$ cat src/sv/scst_pkg.sv
// Shared types and codes for the sorted colour stop table.
// Depends on nothing; every other file of the block imports it.
package scst_pkg;

   // Fixed-point format of the levels: one is 1 << FRACTION_BITS in a 16-bit field.
   localparam int FRACTION_BITS = 15;

   typedef logic [2:0]  cmd_type;
   typedef logic [1:0]  status_type;
   typedef logic [15:0] level_type;

   localparam cmd_type CMD_ADD    = 3'd0;
   localparam cmd_type CMD_SET    = 3'd1;
   localparam cmd_type CMD_REMOVE = 3'd2;
   localparam cmd_type CMD_READ   = 3'd3;
   localparam cmd_type CMD_FILTER = 3'd4;
   localparam cmd_type CMD_CLEAR  = 3'd5;

   localparam status_type ST_OK        = 2'd0;
   localparam status_type ST_FULL      = 2'd1;
   localparam status_type ST_BAD_INDEX = 2'd2;

   // One table entry: four unsigned levels and two opaque tags.
   typedef struct packed {
      level_type name;
      level_type color;
      level_type shade;
      level_type opacity;
      level_type mid;
      level_type ramp;
   } stop_type;

   // Commands from the controller to the datapath.
   typedef struct packed {
      logic       load;
      logic       fwd_start;
      logic       fwd_run;
      logic       fwd_commit;
      logic       ins_start;
      logic       ins_run;
      logic       ins_zero;
      logic       rd_start;
      logic       clear;
      logic       emit;
      status_type status;
   } ctl_type;

   // Status from the datapath to the controller.
   typedef struct packed {
      cmd_type cmd;
      logic    full;
      logic    empty;
      logic    idx_bad;
      logic    fwd_done;
      logic    dropped;
      logic    placed;
      logic    bottom;
      logic    rsp_free;
   } sts_type;

endpackage

$ cat src/sv/scst_if.sv
// Valid/ready channel interfaces for the command and response items.
// Depends on scst_pkg for the field types.
interface scst_req_if import scst_pkg::*; ();
   logic              valid;
   logic              ready;
   cmd_type           cmd;
   logic signed [16:0] ramp_in;
   logic signed [16:0] mid_in;
   logic signed [16:0] opacity_in;
   logic signed [16:0] shade_in;
   logic [15:0]       color_id;
   logic [15:0]       name_id;
   logic [7:0]        index_in;

   modport source (output valid, cmd, ramp_in, mid_in, opacity_in, shade_in, color_id,
                   name_id, index_in, input ready);
   modport sink (input valid, cmd, ramp_in, mid_in, opacity_in, shade_in, color_id,
                 name_id, index_in, output ready);
endinterface

interface scst_rsp_if import scst_pkg::*; ();
   logic       valid;
   logic       ready;
   status_type status;
   logic [4:0] stop_count;
   logic [7:0] slot_index;
   level_type  ramp_out;
   level_type  mid_out;
   level_type  opacity_out;
   level_type  shade_out;
   level_type  color_out;
   level_type  name_out;

   modport source (output valid, status, stop_count, slot_index, ramp_out, mid_out,
                   opacity_out, shade_out, color_out, name_out, input ready);
   modport sink (input valid, status, stop_count, slot_index, ramp_out, mid_out,
                 opacity_out, shade_out, color_out, name_out, output ready);
endinterface

$ cat src/sv/scst_datapath.sv
// Datapath of the stop table: entry memory, scan pointers, item and response registers.
// Depends on scst_pkg; driven by scst_controller through ctl_type and sts_type.
module scst_datapath import scst_pkg::*; #(
   parameter int MAX_STOPS     = 16
) (
   input  logic               clock,
   input  logic               reset,
   input  ctl_type            ctl,
   output sts_type            sts,
   input  cmd_type            req_cmd,
   input  logic signed [16:0] req_ramp_in,
   input  logic signed [16:0] req_mid_in,
   input  logic signed [16:0] req_opacity_in,
   input  logic signed [16:0] req_shade_in,
   input  logic [15:0]        req_color_id,
   input  logic [15:0]        req_name_id,
   input  logic [7:0]         req_index_in,
   input  logic               rsp_ready,
   output logic               rsp_valid,
   output status_type         rsp_status,
   output logic [4:0]         rsp_count,
   output logic [7:0]         rsp_slot,
   output stop_type           rsp_stop
);

   localparam int IDX_W = $clog2(MAX_STOPS);
   localparam int CNT_W = $clog2(MAX_STOPS + 1);
   localparam logic [CNT_W-1:0] MAX_CNT = CNT_W'(MAX_STOPS);
   localparam logic [31:0] ONE_Q = 32'(1) << FRACTION_BITS;

   function automatic level_type clamp_unit(input logic signed [16:0] x);
      level_type res;
      res = x[15:0];
      if (x[16]) begin
         res = '0;
      end else if (32'(x[15:0]) > ONE_Q) begin
         res = ONE_Q[15:0];
      end
      return res;
   endfunction

   stop_type table_mem [MAX_STOPS];
   stop_type rd_data_ff;

   cmd_type            cmd_ff;
   logic signed [16:0] raw_ff;
   stop_type           new_ff;
   logic [7:0]         idx_ff;

   logic [CNT_W-1:0] held_ff, held_in;
   logic [CNT_W-1:0] rd_ptr_ff, rd_ptr_in;
   logic [CNT_W-1:0] rd_tag_ff, rd_tag_in;
   logic [CNT_W-1:0] wr_ptr_ff, wr_ptr_in;
   logic [CNT_W-1:0] slot_ff, slot_in;
   logic             rd_vld_ff, rd_vld_in;
   logic             dropped_ff, dropped_in;
   logic             one_seen_ff, one_seen_in;
   logic             placed_ff, placed_in;
   logic             bottom_ff, bottom_in;

   logic             rsp_valid_ff, rsp_valid_in;
   status_type       rsp_status_ff;
   logic [4:0]       rsp_count_ff;
   logic [7:0]       rsp_slot_ff;
   stop_type         rsp_stop_ff;

   logic             rd_en, wr_en;
   logic [IDX_W-1:0] rd_addr, wr_addr;
   stop_type         wr_data;

   logic             entry_zero, entry_one, entry_match, entry_above;
   logic [CNT_W-1:0] tag_next, rd_ptr_dec;
   logic             show_slot, show_read;

   assign entry_zero  = rd_data_ff.ramp == 16'd0;
   assign entry_one   = 32'(rd_data_ff.ramp) == ONE_Q;
   assign entry_match = !raw_ff[16] && (rd_data_ff.ramp == raw_ff[15:0]);
   assign entry_above = rd_data_ff.ramp > new_ff.ramp;
   assign tag_next    = rd_tag_ff + CNT_W'(1);
   assign rd_ptr_dec  = rd_ptr_ff - CNT_W'(1);

   always_comb begin
      held_in     = held_ff;
      rd_ptr_in   = rd_ptr_ff;
      rd_tag_in   = rd_tag_ff;
      wr_ptr_in   = wr_ptr_ff;
      slot_in     = slot_ff;
      rd_vld_in   = 1'b0;
      dropped_in  = dropped_ff;
      one_seen_in = one_seen_ff;
      placed_in   = placed_ff;
      bottom_in   = bottom_ff;
      rd_en       = 1'b0;
      rd_addr     = rd_ptr_ff[IDX_W-1:0];
      wr_en       = 1'b0;
      wr_addr     = wr_ptr_ff[IDX_W-1:0];
      wr_data     = rd_data_ff;

      if (ctl.fwd_start) begin
         rd_ptr_in   = '0;
         wr_ptr_in   = '0;
         dropped_in  = 1'b0;
         one_seen_in = 1'b0;
      end

      // Forward pass: read every entry in turn and write back the kept ones
      // compacted towards the front.
      if (ctl.fwd_run) begin
         if (rd_ptr_ff < held_ff) begin
            rd_en     = 1'b1;
            rd_addr   = rd_ptr_ff[IDX_W-1:0];
            rd_tag_in = rd_ptr_ff;
            rd_ptr_in = rd_ptr_ff + CNT_W'(1);
            rd_vld_in = 1'b1;
         end
         if (rd_vld_ff) begin
            case (cmd_ff)
               CMD_FILTER: begin
                  // Stops at zero lead the sorted table, so each one simply
                  // overwrites slot 0 and the last of them remains.
                  if (entry_zero) begin
                     wr_en     = 1'b1;
                     wr_addr   = '0;
                     wr_ptr_in = CNT_W'(1);
                  end else if (!(entry_one && one_seen_ff)) begin
                     wr_en     = 1'b1;
                     wr_ptr_in = wr_ptr_ff + CNT_W'(1);
                     if (entry_one) begin
                        one_seen_in = 1'b1;
                     end
                  end
               end
               CMD_REMOVE: begin
                  if (9'(rd_tag_ff) != 9'(idx_ff)) begin
                     wr_en     = 1'b1;
                     wr_ptr_in = wr_ptr_ff + CNT_W'(1);
                  end
               end
               default: begin
                  if (!dropped_ff && entry_match) begin
                     dropped_in = 1'b1;
                  end else begin
                     wr_en     = 1'b1;
                     wr_ptr_in = wr_ptr_ff + CNT_W'(1);
                  end
               end
            endcase
         end
      end

      if (ctl.fwd_commit) begin
         held_in = wr_ptr_ff;
      end

      if (ctl.ins_start) begin
         rd_ptr_in = held_ff;
         placed_in = 1'b0;
         bottom_in = 1'b0;
      end

      // Backward pass: move entries above the new position up by one until
      // the first entry at or below it, then place the new stop behind it.
      if (ctl.ins_run) begin
         if (rd_vld_ff && !placed_ff) begin
            wr_en   = 1'b1;
            wr_addr = tag_next[IDX_W-1:0];
            if (entry_above) begin
               wr_data = rd_data_ff;
               if (rd_tag_ff == '0) begin
                  bottom_in = 1'b1;
               end
            end else begin
               wr_data   = new_ff;
               slot_in   = tag_next;
               placed_in = 1'b1;
               held_in   = held_ff + CNT_W'(1);
            end
         end
         if ((rd_ptr_ff != '0) && !placed_ff && !(rd_vld_ff && !entry_above)) begin
            rd_en     = 1'b1;
            rd_addr   = rd_ptr_dec[IDX_W-1:0];
            rd_tag_in = rd_ptr_dec;
            rd_ptr_in = rd_ptr_dec;
            rd_vld_in = 1'b1;
         end
      end

      if (ctl.ins_zero) begin
         wr_en   = 1'b1;
         wr_addr = '0;
         wr_data = new_ff;
         slot_in = '0;
         held_in = held_ff + CNT_W'(1);
      end

      if (ctl.rd_start) begin
         rd_en   = 1'b1;
         rd_addr = idx_ff[IDX_W-1:0];
      end

      if (ctl.clear) begin
         held_in = '0;
      end
   end

   always_ff @(posedge clock) begin
      if (wr_en) begin
         table_mem[wr_addr] <= wr_data;
      end
   end

   always_ff @(posedge clock) begin
      if (rd_en) begin
         rd_data_ff <= table_mem[rd_addr];
      end
   end

   always_ff @(posedge clock) begin
      if (ctl.load) begin
         cmd_ff         <= req_cmd;
         raw_ff         <= req_ramp_in;
         idx_ff         <= req_index_in;
         new_ff.ramp    <= clamp_unit(req_ramp_in);
         new_ff.mid     <= clamp_unit(req_mid_in);
         new_ff.opacity <= clamp_unit(req_opacity_in);
         new_ff.shade   <= clamp_unit(req_shade_in);
         new_ff.color   <= req_color_id;
         new_ff.name    <= req_name_id;
      end
      rd_ptr_ff <= rd_ptr_in;
      rd_tag_ff <= rd_tag_in;
      wr_ptr_ff <= wr_ptr_in;
      slot_ff   <= slot_in;
   end

   always_ff @(posedge clock) begin
      if (reset) begin
         held_ff      <= '0;
         rd_vld_ff    <= 1'b0;
         dropped_ff   <= 1'b0;
         one_seen_ff  <= 1'b0;
         placed_ff    <= 1'b0;
         bottom_ff    <= 1'b0;
         rsp_valid_ff <= 1'b0;
      end else begin
         held_ff      <= held_in;
         rd_vld_ff    <= rd_vld_in;
         dropped_ff   <= dropped_in;
         one_seen_ff  <= one_seen_in;
         placed_ff    <= placed_in;
         bottom_ff    <= bottom_in;
         rsp_valid_ff <= rsp_valid_in;
      end
   end

   assign rsp_valid_in = ctl.emit | (rsp_valid_ff & ~rsp_ready);
   assign show_slot = (ctl.status == ST_OK) && ((cmd_ff == CMD_ADD) || (cmd_ff == CMD_SET));
   assign show_read = (ctl.status == ST_OK) && (cmd_ff == CMD_READ);

   always_ff @(posedge clock) begin
      if (ctl.emit) begin
         rsp_status_ff <= ctl.status;
         rsp_count_ff  <= 5'(held_ff);
         rsp_stop_ff   <= show_read ? rd_data_ff : '0;
         if (show_read) begin
            rsp_slot_ff <= idx_ff;
         end else if (show_slot) begin
            rsp_slot_ff <= 8'(slot_ff);
         end else begin
            rsp_slot_ff <= '0;
         end
      end
   end

   assign sts.cmd      = cmd_ff;
   assign sts.full     = held_ff == MAX_CNT;
   assign sts.empty    = held_ff == '0;
   assign sts.idx_bad  = 9'(idx_ff) >= 9'(held_ff);
   assign sts.fwd_done = !rd_vld_ff && (rd_ptr_ff == held_ff);
   assign sts.dropped  = dropped_ff;
   assign sts.placed   = placed_ff;
   assign sts.bottom   = bottom_ff;
   assign sts.rsp_free = !rsp_valid_ff || rsp_ready;

   assign rsp_valid  = rsp_valid_ff;
   assign rsp_status = rsp_status_ff;
   assign rsp_count  = rsp_count_ff;
   assign rsp_slot   = rsp_slot_ff;
   assign rsp_stop   = rsp_stop_ff;

endmodule

$ cat src/sv/scst_controller.sv
// Controller of the stop table: sequences the scan passes for each command.
// Depends on scst_pkg; drives scst_datapath through ctl_type and reads sts_type.
module scst_controller import scst_pkg::*; (
   input  logic    clock,
   input  logic    reset,
   input  logic    req_valid,
   output logic    req_ready,
   input  sts_type sts,
   output ctl_type ctl
);

   localparam logic [3:0] S_IDLE      = 4'd0;
   localparam logic [3:0] S_DECODE    = 4'd1;
   localparam logic [3:0] S_FWD       = 4'd2;
   localparam logic [3:0] S_COMMIT    = 4'd3;
   localparam logic [3:0] S_INS_PREP  = 4'd4;
   localparam logic [3:0] S_INS       = 4'd5;
   localparam logic [3:0] S_ZERO      = 4'd6;
   localparam logic [3:0] S_EMIT_OK   = 4'd7;
   localparam logic [3:0] S_EMIT_FULL = 4'd8;
   localparam logic [3:0] S_EMIT_BAD  = 4'd9;

   logic [3:0] state_ff, state_in;

   assign req_ready = state_ff == S_IDLE;

   always_comb begin
      ctl      = '0;
      state_in = state_ff;
      unique case (state_ff) inside
         S_IDLE: begin
            if (req_valid) begin
               ctl.load = 1'b1;
               state_in = S_DECODE;
            end
         end
         S_DECODE: begin
            unique case (sts.cmd) inside
               CMD_ADD: begin
                  if (sts.full) begin
                     state_in = S_EMIT_FULL;
                  end else if (sts.empty) begin
                     state_in = S_ZERO;
                  end else begin
                     ctl.ins_start = 1'b1;
                     state_in      = S_INS;
                  end
               end
               CMD_SET, CMD_FILTER: begin
                  ctl.fwd_start = 1'b1;
                  state_in      = S_FWD;
               end
               CMD_REMOVE: begin
                  if (sts.idx_bad) begin
                     state_in = S_EMIT_BAD;
                  end else begin
                     ctl.fwd_start = 1'b1;
                     state_in      = S_FWD;
                  end
               end
               CMD_READ: begin
                  if (sts.idx_bad) begin
                     state_in = S_EMIT_BAD;
                  end else begin
                     ctl.rd_start = 1'b1;
                     state_in     = S_EMIT_OK;
                  end
               end
               CMD_CLEAR: begin
                  ctl.clear = 1'b1;
                  state_in  = S_EMIT_OK;
               end
               default: begin
                  state_in = S_EMIT_OK;
               end
            endcase
         end
         S_FWD: begin
            ctl.fwd_run = 1'b1;
            if (sts.fwd_done) begin
               state_in = S_COMMIT;
            end
         end
         S_COMMIT: begin
            ctl.fwd_commit = 1'b1;
            if (sts.cmd == CMD_SET) begin
               // A set without a matching stop needs a free slot of its own.
               state_in = (!sts.dropped && sts.full) ? S_EMIT_FULL : S_INS_PREP;
            end else begin
               state_in = S_EMIT_OK;
            end
         end
         S_INS_PREP: begin
            if (sts.empty) begin
               state_in = S_ZERO;
            end else begin
               ctl.ins_start = 1'b1;
               state_in      = S_INS;
            end
         end
         S_INS: begin
            ctl.ins_run = 1'b1;
            if (sts.placed) begin
               state_in = S_EMIT_OK;
            end else if (sts.bottom) begin
               state_in = S_ZERO;
            end
         end
         S_ZERO: begin
            ctl.ins_zero = 1'b1;
            state_in     = S_EMIT_OK;
         end
         S_EMIT_OK, S_EMIT_FULL, S_EMIT_BAD: begin
            if (state_ff == S_EMIT_FULL) begin
               ctl.status = ST_FULL;
            end else if (state_ff == S_EMIT_BAD) begin
               ctl.status = ST_BAD_INDEX;
            end else begin
               ctl.status = ST_OK;
            end
            if (sts.rsp_free) begin
               ctl.emit = 1'b1;
               state_in = S_IDLE;
            end
         end
         default: begin
            state_in = S_IDLE;
         end
      endcase
   end

   always_ff @(posedge clock) begin
      if (reset) begin
         state_ff <= S_IDLE;
      end else begin
         state_ff <= state_in;
      end
   end

endmodule

$ cat src/sv/sorted_color_stop_table.sv
// Sorted colour stop table top: one item in flight, one response item per command item.
// The scans move one table entry per cycle.
// Synchronous reset empties the table (count to zero); entry contents are not cleared.
// Depends on scst_pkg, scst_if, scst_controller and scst_datapath.
module sorted_color_stop_table import scst_pkg::*; #(
   parameter int MAX_STOPS     = 16
) (
   input logic               clock,
   input logic               reset,
   scst_req_if.sink          req_if,
   scst_rsp_if.source        rsp_if
);

   ctl_type  ctl;
   sts_type  sts;
   stop_type rsp_stop;

   scst_controller u_controller (
      .clock     (clock),
      .reset     (reset),
      .req_valid (req_if.valid),
      .req_ready (req_if.ready),
      .sts       (sts),
      .ctl       (ctl)
   );

   scst_datapath #(
      .MAX_STOPS     (MAX_STOPS)
   ) u_datapath (
      .clock          (clock),
      .reset          (reset),
      .ctl            (ctl),
      .sts            (sts),
      .req_cmd        (req_if.cmd),
      .req_ramp_in    (req_if.ramp_in),
      .req_mid_in     (req_if.mid_in),
      .req_opacity_in (req_if.opacity_in),
      .req_shade_in   (req_if.shade_in),
      .req_color_id   (req_if.color_id),
      .req_name_id    (req_if.name_id),
      .req_index_in   (req_if.index_in),
      .rsp_ready      (rsp_if.ready),
      .rsp_valid      (rsp_if.valid),
      .rsp_status     (rsp_if.status),
      .rsp_count      (rsp_if.stop_count),
      .rsp_slot       (rsp_if.slot_index),
      .rsp_stop       (rsp_stop)
   );

   assign rsp_if.ramp_out    = rsp_stop.ramp;
   assign rsp_if.mid_out     = rsp_stop.mid;
   assign rsp_if.opacity_out = rsp_stop.opacity;
   assign rsp_if.shade_out   = rsp_stop.shade;
   assign rsp_if.color_out   = rsp_stop.color;
   assign rsp_if.name_out    = rsp_stop.name;

endmodule

$ cat src/flat_wrapper.sv
// flat-port wrapper written by rule: the top's interface ports become plain ports
module sorted_color_stop_table_flat import scst_pkg::*;
#(
   parameter int MAX_STOPS     = 16
)
  (clock, reset, req_if_valid, req_if_cmd, req_if_ramp_in, req_if_mid_in, req_if_opacity_in, req_if_shade_in, req_if_color_id, req_if_name_id, req_if_index_in, req_if_ready, rsp_if_valid, rsp_if_status, rsp_if_stop_count, rsp_if_slot_index, rsp_if_ramp_out, rsp_if_mid_out, rsp_if_opacity_out, rsp_if_shade_out, rsp_if_color_out, rsp_if_name_out, rsp_if_ready);
  scst_req_if req_if_i ();
  scst_rsp_if rsp_if_i ();
  input logic clock;
  input logic reset;
  input wire logic [$bits(req_if_i.valid)-1:0] req_if_valid;
  input wire logic [$bits(req_if_i.cmd)-1:0] req_if_cmd;
  input wire logic [$bits(req_if_i.ramp_in)-1:0] req_if_ramp_in;
  input wire logic [$bits(req_if_i.mid_in)-1:0] req_if_mid_in;
  input wire logic [$bits(req_if_i.opacity_in)-1:0] req_if_opacity_in;
  input wire logic [$bits(req_if_i.shade_in)-1:0] req_if_shade_in;
  input wire logic [$bits(req_if_i.color_id)-1:0] req_if_color_id;
  input wire logic [$bits(req_if_i.name_id)-1:0] req_if_name_id;
  input wire logic [$bits(req_if_i.index_in)-1:0] req_if_index_in;
  output wire logic [$bits(req_if_i.ready)-1:0] req_if_ready;
  output wire logic [$bits(rsp_if_i.valid)-1:0] rsp_if_valid;
  output wire logic [$bits(rsp_if_i.status)-1:0] rsp_if_status;
  output wire logic [$bits(rsp_if_i.stop_count)-1:0] rsp_if_stop_count;
  output wire logic [$bits(rsp_if_i.slot_index)-1:0] rsp_if_slot_index;
  output wire logic [$bits(rsp_if_i.ramp_out)-1:0] rsp_if_ramp_out;
  output wire logic [$bits(rsp_if_i.mid_out)-1:0] rsp_if_mid_out;
  output wire logic [$bits(rsp_if_i.opacity_out)-1:0] rsp_if_opacity_out;
  output wire logic [$bits(rsp_if_i.shade_out)-1:0] rsp_if_shade_out;
  output wire logic [$bits(rsp_if_i.color_out)-1:0] rsp_if_color_out;
  output wire logic [$bits(rsp_if_i.name_out)-1:0] rsp_if_name_out;
  input wire logic [$bits(rsp_if_i.ready)-1:0] rsp_if_ready;
  assign req_if_i.valid = req_if_valid;
  assign req_if_i.cmd = req_if_cmd;
  assign req_if_i.ramp_in = req_if_ramp_in;
  assign req_if_i.mid_in = req_if_mid_in;
  assign req_if_i.opacity_in = req_if_opacity_in;
  assign req_if_i.shade_in = req_if_shade_in;
  assign req_if_i.color_id = req_if_color_id;
  assign req_if_i.name_id = req_if_name_id;
  assign req_if_i.index_in = req_if_index_in;
  assign req_if_ready = req_if_i.ready;
  assign rsp_if_valid = rsp_if_i.valid;
  assign rsp_if_status = rsp_if_i.status;
  assign rsp_if_stop_count = rsp_if_i.stop_count;
  assign rsp_if_slot_index = rsp_if_i.slot_index;
  assign rsp_if_ramp_out = rsp_if_i.ramp_out;
  assign rsp_if_mid_out = rsp_if_i.mid_out;
  assign rsp_if_opacity_out = rsp_if_i.opacity_out;
  assign rsp_if_shade_out = rsp_if_i.shade_out;
  assign rsp_if_color_out = rsp_if_i.color_out;
  assign rsp_if_name_out = rsp_if_i.name_out;
  assign rsp_if_i.ready = rsp_if_ready;
  sorted_color_stop_table #(.MAX_STOPS(MAX_STOPS)) u_core (.clock(clock), .reset(reset), .req_if(req_if_i), .rsp_if(rsp_if_i));
endmodule
$ cat config.mk
export PLATFORM = sky130hd
export DESIGN_NAME = sorted_color_stop_table_flat
export DESIGN_NICKNAME = d
export VERILOG_FILES = /design/src/sv/scst_pkg.sv /design/src/sv/scst_if.sv /design/src/sv/scst_datapath.sv /design/src/sv/scst_controller.sv /design/src/sv/sorted_color_stop_table.sv /design/src/flat_wrapper.sv
export SDC_FILE = /design/constraint.sdc
export NUM_CORES = 2
export LEC_CHECK = 0
export ABC_AREA = 1
export BUFFER_PORTS_ARGS = -buffer_cell sky130_fd_sc_hd__buf_2
export CAP_MARGIN = 20
export CORE_MARGIN = 2
export CORE_UTILIZATION = 30
export CTS_CLUSTER_SIZE = 10
export DETAILED_ROUTE_END_ITERATION = 8
export GPL_ROUTABILITY_DRIVEN = 0
export PLACE_DENSITY = 0.54
export SLEW_MARGIN = 20
export SYNTH_ARGS = -nofsm -noshare
export SYNTH_HDL_FRONTEND = slang
export SYNTH_HIERARCHICAL = 1
export SYNTH_SLANG_ARGS = --single-unit
$ cat constraint.sdc
create_clock -name clock -period 15.5 [get_ports clock]
set_input_delay 1.55 -clock clock [delete_from_list [all_inputs] [get_ports clock]]
set_output_delay 1.55 -clock clock [all_outputs]
set_load 0.02 [all_outputs]
== Word-level counts from Yosys, hierarchy flattened ==
Memory sizes are Yosys's and may differ from the RTL's. A register that Yosys moved wholly into a read port is not among the register bits.
Cells that the tools add are included.

* Shifts and indexed selects: 0
* $mul: 0
* Order comparisons: 7
* Equality and inequality tests: 23
* Mux-type cells: 114
* Bitwise logic cells: 4
* Reductions and logical operators: 37
* Add/sub/neg operators: 5
* Divide/modulo/power cells: 0

{| class="wikitable"
|+ Operators by type and width
! operator !! count
|-
| $mux 96 || 4
|-
| $mux 5 || 23
|-
| $mux 4 || 20
|-
| $gt 16x16->1 const B || 4
|-
| $mux 16 || 4
|-
| $mux 1 || 51
|-
| $pmux 4 s8 || 1
|-
| $add 5x1->5 const B || 4
|-
| $eq 16x16->1 || 1
|-
| $eq 16x16->1 const B || 1
|-
| $eq 4x3->1 const B || 4
|-
| $gt 16x16->1 || 1
|-
| $logic_not 16->1 || 1
|-
| $pmux 4 s4 || 1
|-
| $reduce_or 2->1 || 7
|-
| $logic_and 1x1->1 || 11
|-
| $logic_not 5->1 || 2
|-
| $pmux 5 s2 || 1
|-
| $eq 4x2->1 const B || 2
|-
| $eq 4x4->1 const B || 2
|-
| $ge 8x5->1 || 1
|-
| $mux 2 || 4
|-
| $mux 8 || 1
|-
| $ne 5x8->1 || 1
|-
| 25 further kinds || 38
|}

* Memory bits (writable): 1536
* Memory bits (read-only): 0
* Latch bits: 0
* Register bits after elaboration: 270
* Word-level logic and storage cells: 225
* Memories kept: 1
* Input port bits: 115
* Output and inout bits: 113

{| class="wikitable"
|+ Memory list
! name !! words !! width !! rd ports !! clocked after memory_dff !! wr ports !! RTL line !! source
|-
| u_core.u_datapath.table_mem || 16 || 96 || 1 || 1 || 1 || scst_datapath.sv:42 || <nowiki>stop_type table_mem [MAX_STOPS];</nowiki>
|}

== Logic depth before layout (Yosys ltp) ==
* Depth in word-level cells: 12
* Gate-level depth with buffers: 26
* Depth with buffers taken out: 23

== Modules after synthesis ==
Netlist, hierarchy kept.

{| class="wikitable"
|+ By module, submodules not included
! module !! seq. area each (um^2) !! cells each !! area each (um^2) !! instances
|-
| scst_datapath || 56684.4 || 7464 || 81107.8 || 1
|-
| scst_controller || 80.1 || 109 || 549.3 || 1
|}

== Worst setup path before layout ==
OpenSTA, ideal clock, no wires.

* Kind: input-to-reg
* Start point: input port rsp_if_ready
* End point: register u_core.u_datapath.rsp_count_ff[0] (netlist: u_core/u_datapath/rsp_count[0]), enable pin
* Library setup time: 753 ps
* Path buffers: 0
* Setup slack: 5013 ps
* Stages on the path: 3
* Arrival: 9734 ps
* Required time: 14747 ps
* Path through: inv_1 nand2_1 a21boi_0

{| class="wikitable"
|+ RTL lines
! element !! RTL line !! source
|-
| start, declared || flat_wrapper.sv:31 || <nowiki>input wire logic [$bits(rsp_if_i.ready)-1:0] rsp_if_ready;</nowiki>
|-
| end signal, assigned || scst_datapath.sv:263 || <nowiki>rsp_count_ff <= 5'(held_ff);</nowiki>
|-
| end, declared || scst_datapath.sv:63 || <nowiki>logic [4:0] rsp_count_ff;</nowiki>
|}

==> key figures <==
Outcome
  • Status: finished, final reports clean

Global routing
  • GR Overflow Total: 0
  • Antenna violations before repair: 11
  • GRT Overall Usage: between 15 and 20%
  • Number of global-route vias before repair: 52800
  • Largest net degree at the start of global routing: 215
  • Global-route wire length before repair: ~350 mm

Floorplanning
  • DIE HEIGHT: 526 µm
  • I/O pin count: 228
  • # rows: approximately 190
  • Die area: 0.276 mm²
  • Initial Util: a little under a third
  • Core ar.: 0.271 mm²
  • Die Span X: roughly 530 µm

Clock tree
  • Post-CTS Setup Inserts: 0
  • H-tree depth: 4
  • Clock transition at path regs: about 0.060 ns
  • Cts repair resizes: 0
  • # hold bufs at CTS: 0
  • CTS Root Cell: clkbuf_16
  • Worst-skew pair later-pin latency: 0.85 ns
  • CTS Buf Count: between 200 and 250
  • CTS Sinks: 1902
  • Clock buffer depth: 3
  • CTS tree: done

Yosys
  • Asr flop ratio synth: 0%
  • Seq cells post-synth: approximately 1900
  • Warnings from Yosys: 6
  • Count of cell types in the netlist: 44
  • Seq/Total Area, Yosys: between 60% and 70%
  • Ys flop type: edfxtp_1
  • Post-synth EDFFs: 1867
  • Synthesized area: 0.0817 mm²
  • Syn_nets: about 7700
  • Mapped Cells: between 7000 and 8000
  • Mean Syn Cell Area: about 11 µm²

STA
  • Worst-margin pin slew: between 1 and 1.5 ns
  • Setup TNS Final: 0 ns
  • Fin. Hold Viols: 0
  • RSZ-0062 raised after global routing: no
  • Relative slew slack: between 10% and 20%
  • Final Cycle Share: between 40% and 50%
  • Fin. max-slew vios: 0
  • Final Setup Violations: 0
  • Worst Skew: ~0.047 ns
  • Clock period minus worst slack: 7.23 ns
  • Fmax: 138 MHz

Min path
  • Worst hold path startpoint: u_core/u_datapath/slot_ff[2]$_SDFFE_PP0P_
  • Hold Path Stages: 2
  • Worst Hold Endpoint: u_core/u_datapath/slot_ff[2]$_SDFFE_PP0P_
  • HP Class: flip-flop to flip-flop

Finish
  • Final Util: between 30% and 40%
  • Layout cells sized above 1: about 9.0%
  • FILL cells: 26800
  • Area delta synth->final: 13.8%
  • Nets@finish: roughly 7900

Route
  • Vias per cell: 4.85
  • Vias: roughly 55000
  • Total wire length: between 200 and 250 mm
  • Drc violations: 0
  • Drt initial violations: 5111
  • Drt first pass iters: 6
  • DRT antenna net count: 0
  • DR WL/cell: 20.6 µm

Setup path
  • Worst R2R Start: u_core/u_datapath/held_ff[0]$_SDFF_PP0_
  • Reg2reg setup slack: between 8 and 9 ns
  • CP endpoint kind: flip-flop
  • R2R depth: 20
  • Critical R2R Capture: u_core/u_datapath/rd_data_ff[64]$_DFFE_PP_
  • Kind of start point of the critical path: flip-flop
  • Worst EP required: around 16 ns
  • Arr. time, crit path: ~7.8 ns
  • Crit path kind: flip-flop to flip-flop
  • Crit path max fanout: 89

Placed design
  • Port Buf Inserts: ~230
  • Estimated wirelength of the detail-placed design: ~120 mm

Run
  • Max-cap viol count: 0

Power and ir drop
  • Maximum VDD drop: ~130 µV
  • Pleak: 37.0 nW
  • Pwr Density: approximately 170 mW/mm²
[logic make-up after synthesis]
logic type | share of synthesized area [%]
DFF | 69.5
and+or+nand+nor | 20.9
xor gates and xnor gates | 0.193
adders and majority gates | 0.506
buffers and inverters | 7.42
AOI/OAI and AO/OA | 1.41
[report_power, final]
part / switching (mW) / internal (mW) / total, mW / leakage, nW
Clock: 1.96 / 2.59 / 4.55 / 2.92
Sequential: 0.127 / 6.24 / 6.37 / 17.2
Combinational: 3.23 / 1.21 / 4.44 / 16.9
Total: 5.31 / 10.0 / 15.4 / 37.0
[synth_stat cells, drive strengths merged, types with 2 or more instances]
library cell | number | area share [%]
a31oi | 2 | 0.015
nand2 | 1857 | 8.6
nor3 | 15 | 0.098
buf | 291 | 1.9
o31ai | 2 | 0.018
a221oi | 2 | 0.021
xor2 | 15 | 0.16
o211ai | 3 | 0.028
inv | 1040 | 4.8
a21oi | 39 | 0.24
a21boi | 2 | 0.018
ha | 33 | 0.51
clkbuf | 153 | 0.70
o22ai | 8 | 0.061
a21o | 5 | 0.046
nand3 | 1779 | 11
a211oi | 2 | 0.018
o21ai | 145 | 0.90
clkinv | 2 | 0.0092
nor2 | 231 | 1.1
nand4 | 18 | 0.14
nor4 | 15 | 0.11
edfxtp | 1867 | 69
dfxtp | 35 | 0.86
o21a | 2 | 0.018
xnor2 | 3 | 0.032
[per-layer routing]
metal	wire length, µm	track usage (%)	vias to the layer above
met5	57	0	-
met2	112000	27.4	1769
li1	-	-	25800
met3	14400	2.46	337
met1	103000	22.5	27400
met4	4820	4.14	8
[through the flow]
stage | hold slack (ns) | setup WS (ns) | std cells | area (µm²) | total power, mW
after floorplan | 0.431 | 5.01 | 7573 | 81700 | 9.56
after global placement | 0.449 | 8.55 | 11100 | 86800 | 10.9
after detailed placement | 0.459 | 8.45 | 11100 | 86800 | 10.9
after CTS | 0.466 | 8.41 | 11400 | 92900 | 15.5
after global routing | 0.474 | 7.76 | 11400 | 92900 | 16.2
final | 0.464 | 8.27 | 11400 | 92900 | 15.4
[worst max path at each step]
| stage | from | to | cells past startpoint |
|---|---|---|---|
| after detailed placement | u_core/u_datapath/idx_ff[0]$_DFFE_PP_ | u_core/u_datapath/rd_data_ff[64]$_DFFE_PP_ | 21 |
| final | u_core/u_datapath/held_ff[0]$_SDFF_PP0_ | u_core/u_datapath/rd_data_ff[64]$_DFFE_PP_ | 20 |
| after floorplan | rsp_if_ready | u_core/u_datapath/rsp_count[0]$_DFFE_PP_ | 3 |
| after global routing | u_core/u_datapath/idx_ff[0]$_DFFE_PP_ | u_core/u_datapath/rd_data_ff[64]$_DFFE_PP_ | 21 |
| after global placement | u_core/u_datapath/idx_ff[0]$_DFFE_PP_ | u_core/u_datapath/rd_data_ff[60]$_DFFE_PP_ | 21 |
| after CTS | u_core/u_datapath/idx_ff[0]$_DFFE_PP_ | u_core/u_datapath/rd_data_ff[64]$_DFFE_PP_ | 21 |
[worst max-delay path: stages, from the launching register on]
cell	delay (ns)
dfxtp_1	0.55
ha_1	0.31
inv_1	0.06
nand2_1	0.04
a21oi_1	0.12
o21bai_1	0.08
a21oi_1	0.11
o21ai_0	0.08
inv_1	0.10
nand2_1	0.08
nor3_1	0.81
nand2_4	0.59
nand2_4	0.74
buf_4	0.80
buf_4	0.79
buf_4	0.89
nand2_1	0.13
nand3_1	0.12
nand3_1	0.11
nand3_1	0.11
nand2_1	0.07
[flip-flops by register name, indices dropped and copies added (netlist names), 2 cells and up]
register and count:
u_core/u_datapath/table_mem 1536, u_core/u_datapath/new_ff 96, u_core/u_datapath/rd_data_ff 96, u_core/u_datapath/rsp_stop 96
u_core/u_datapath/raw_ff 17, u_core/u_datapath/idx_ff 8, u_core/u_datapath/rsp_slot 8, u_core/u_datapath/held_ff 5
u_core/u_datapath/rd_ptr_ff 5, u_core/u_datapath/rd_tag_ff 5, u_core/u_datapath/rsp_count 5, u_core/u_datapath/slot_ff 5
u_core/u_datapath/wr_ptr_ff 5, u_core/u_controller/state_ff 4, u_core/u_datapath/cmd_ff 3, u_core/u_datapath/rsp_status 2
[final cells by class]
type | instances | area (µm²) | area share (%)
clock buffer | 265 | 5650 | 6.09
clock inverter | 25 | 372 | 0.400
inverter | 1042 | 3970 | 4.27
tap | 3570 | 4470 | 4.81
sequential | 1902 | 56800 | 61.1
timing repair buffer | 413 | 2650 | 2.85
multi-input combinational | 4185 | 19000 | 20.5
antenna | 4 | 10.0 | 0.0108
[placed cells by master, fill, tap and decap left out, drive strengths merged]
cell type / Yosys / final
bufinv: 0 / 4
edfxtp: 1867 / 1867
diode: 0 / 4
a21oi: 39 / 39
xor2: 15 / 15
nor4: 15 / 15
nand3: 1779 / 1779
buf: 291 / 413
o311a: 1 / 1
a21boi: 2 / 2
o21bai: 1 / 1
a21o: 5 / 5
a221oi: 2 / 2
nand3b: 1 / 1
clkbuf: 153 / 265
or2: 1 / 1
o22ai: 8 / 8
ha: 33 / 33
a31oi: 2 / 2
o2111ai: 1 / 1
o211ai: 3 / 3
or3: 1 / 1
nor2: 231 / 231
o21ai: 145 / 145
o21a: 2 / 2
xnor2: 3 / 3
clkinv: 2 / 17
clkinvlp: 0 / 2
nor3b: 1 / 1
inv: 1040 / 1044
dfxtp: 35 / 35
nor3: 15 / 15
nand2: 1857 / 1857
nand4: 18 / 18
o31ai: 2 / 2
a211oi: 2 / 2
(Power assumes the default switching activity.)
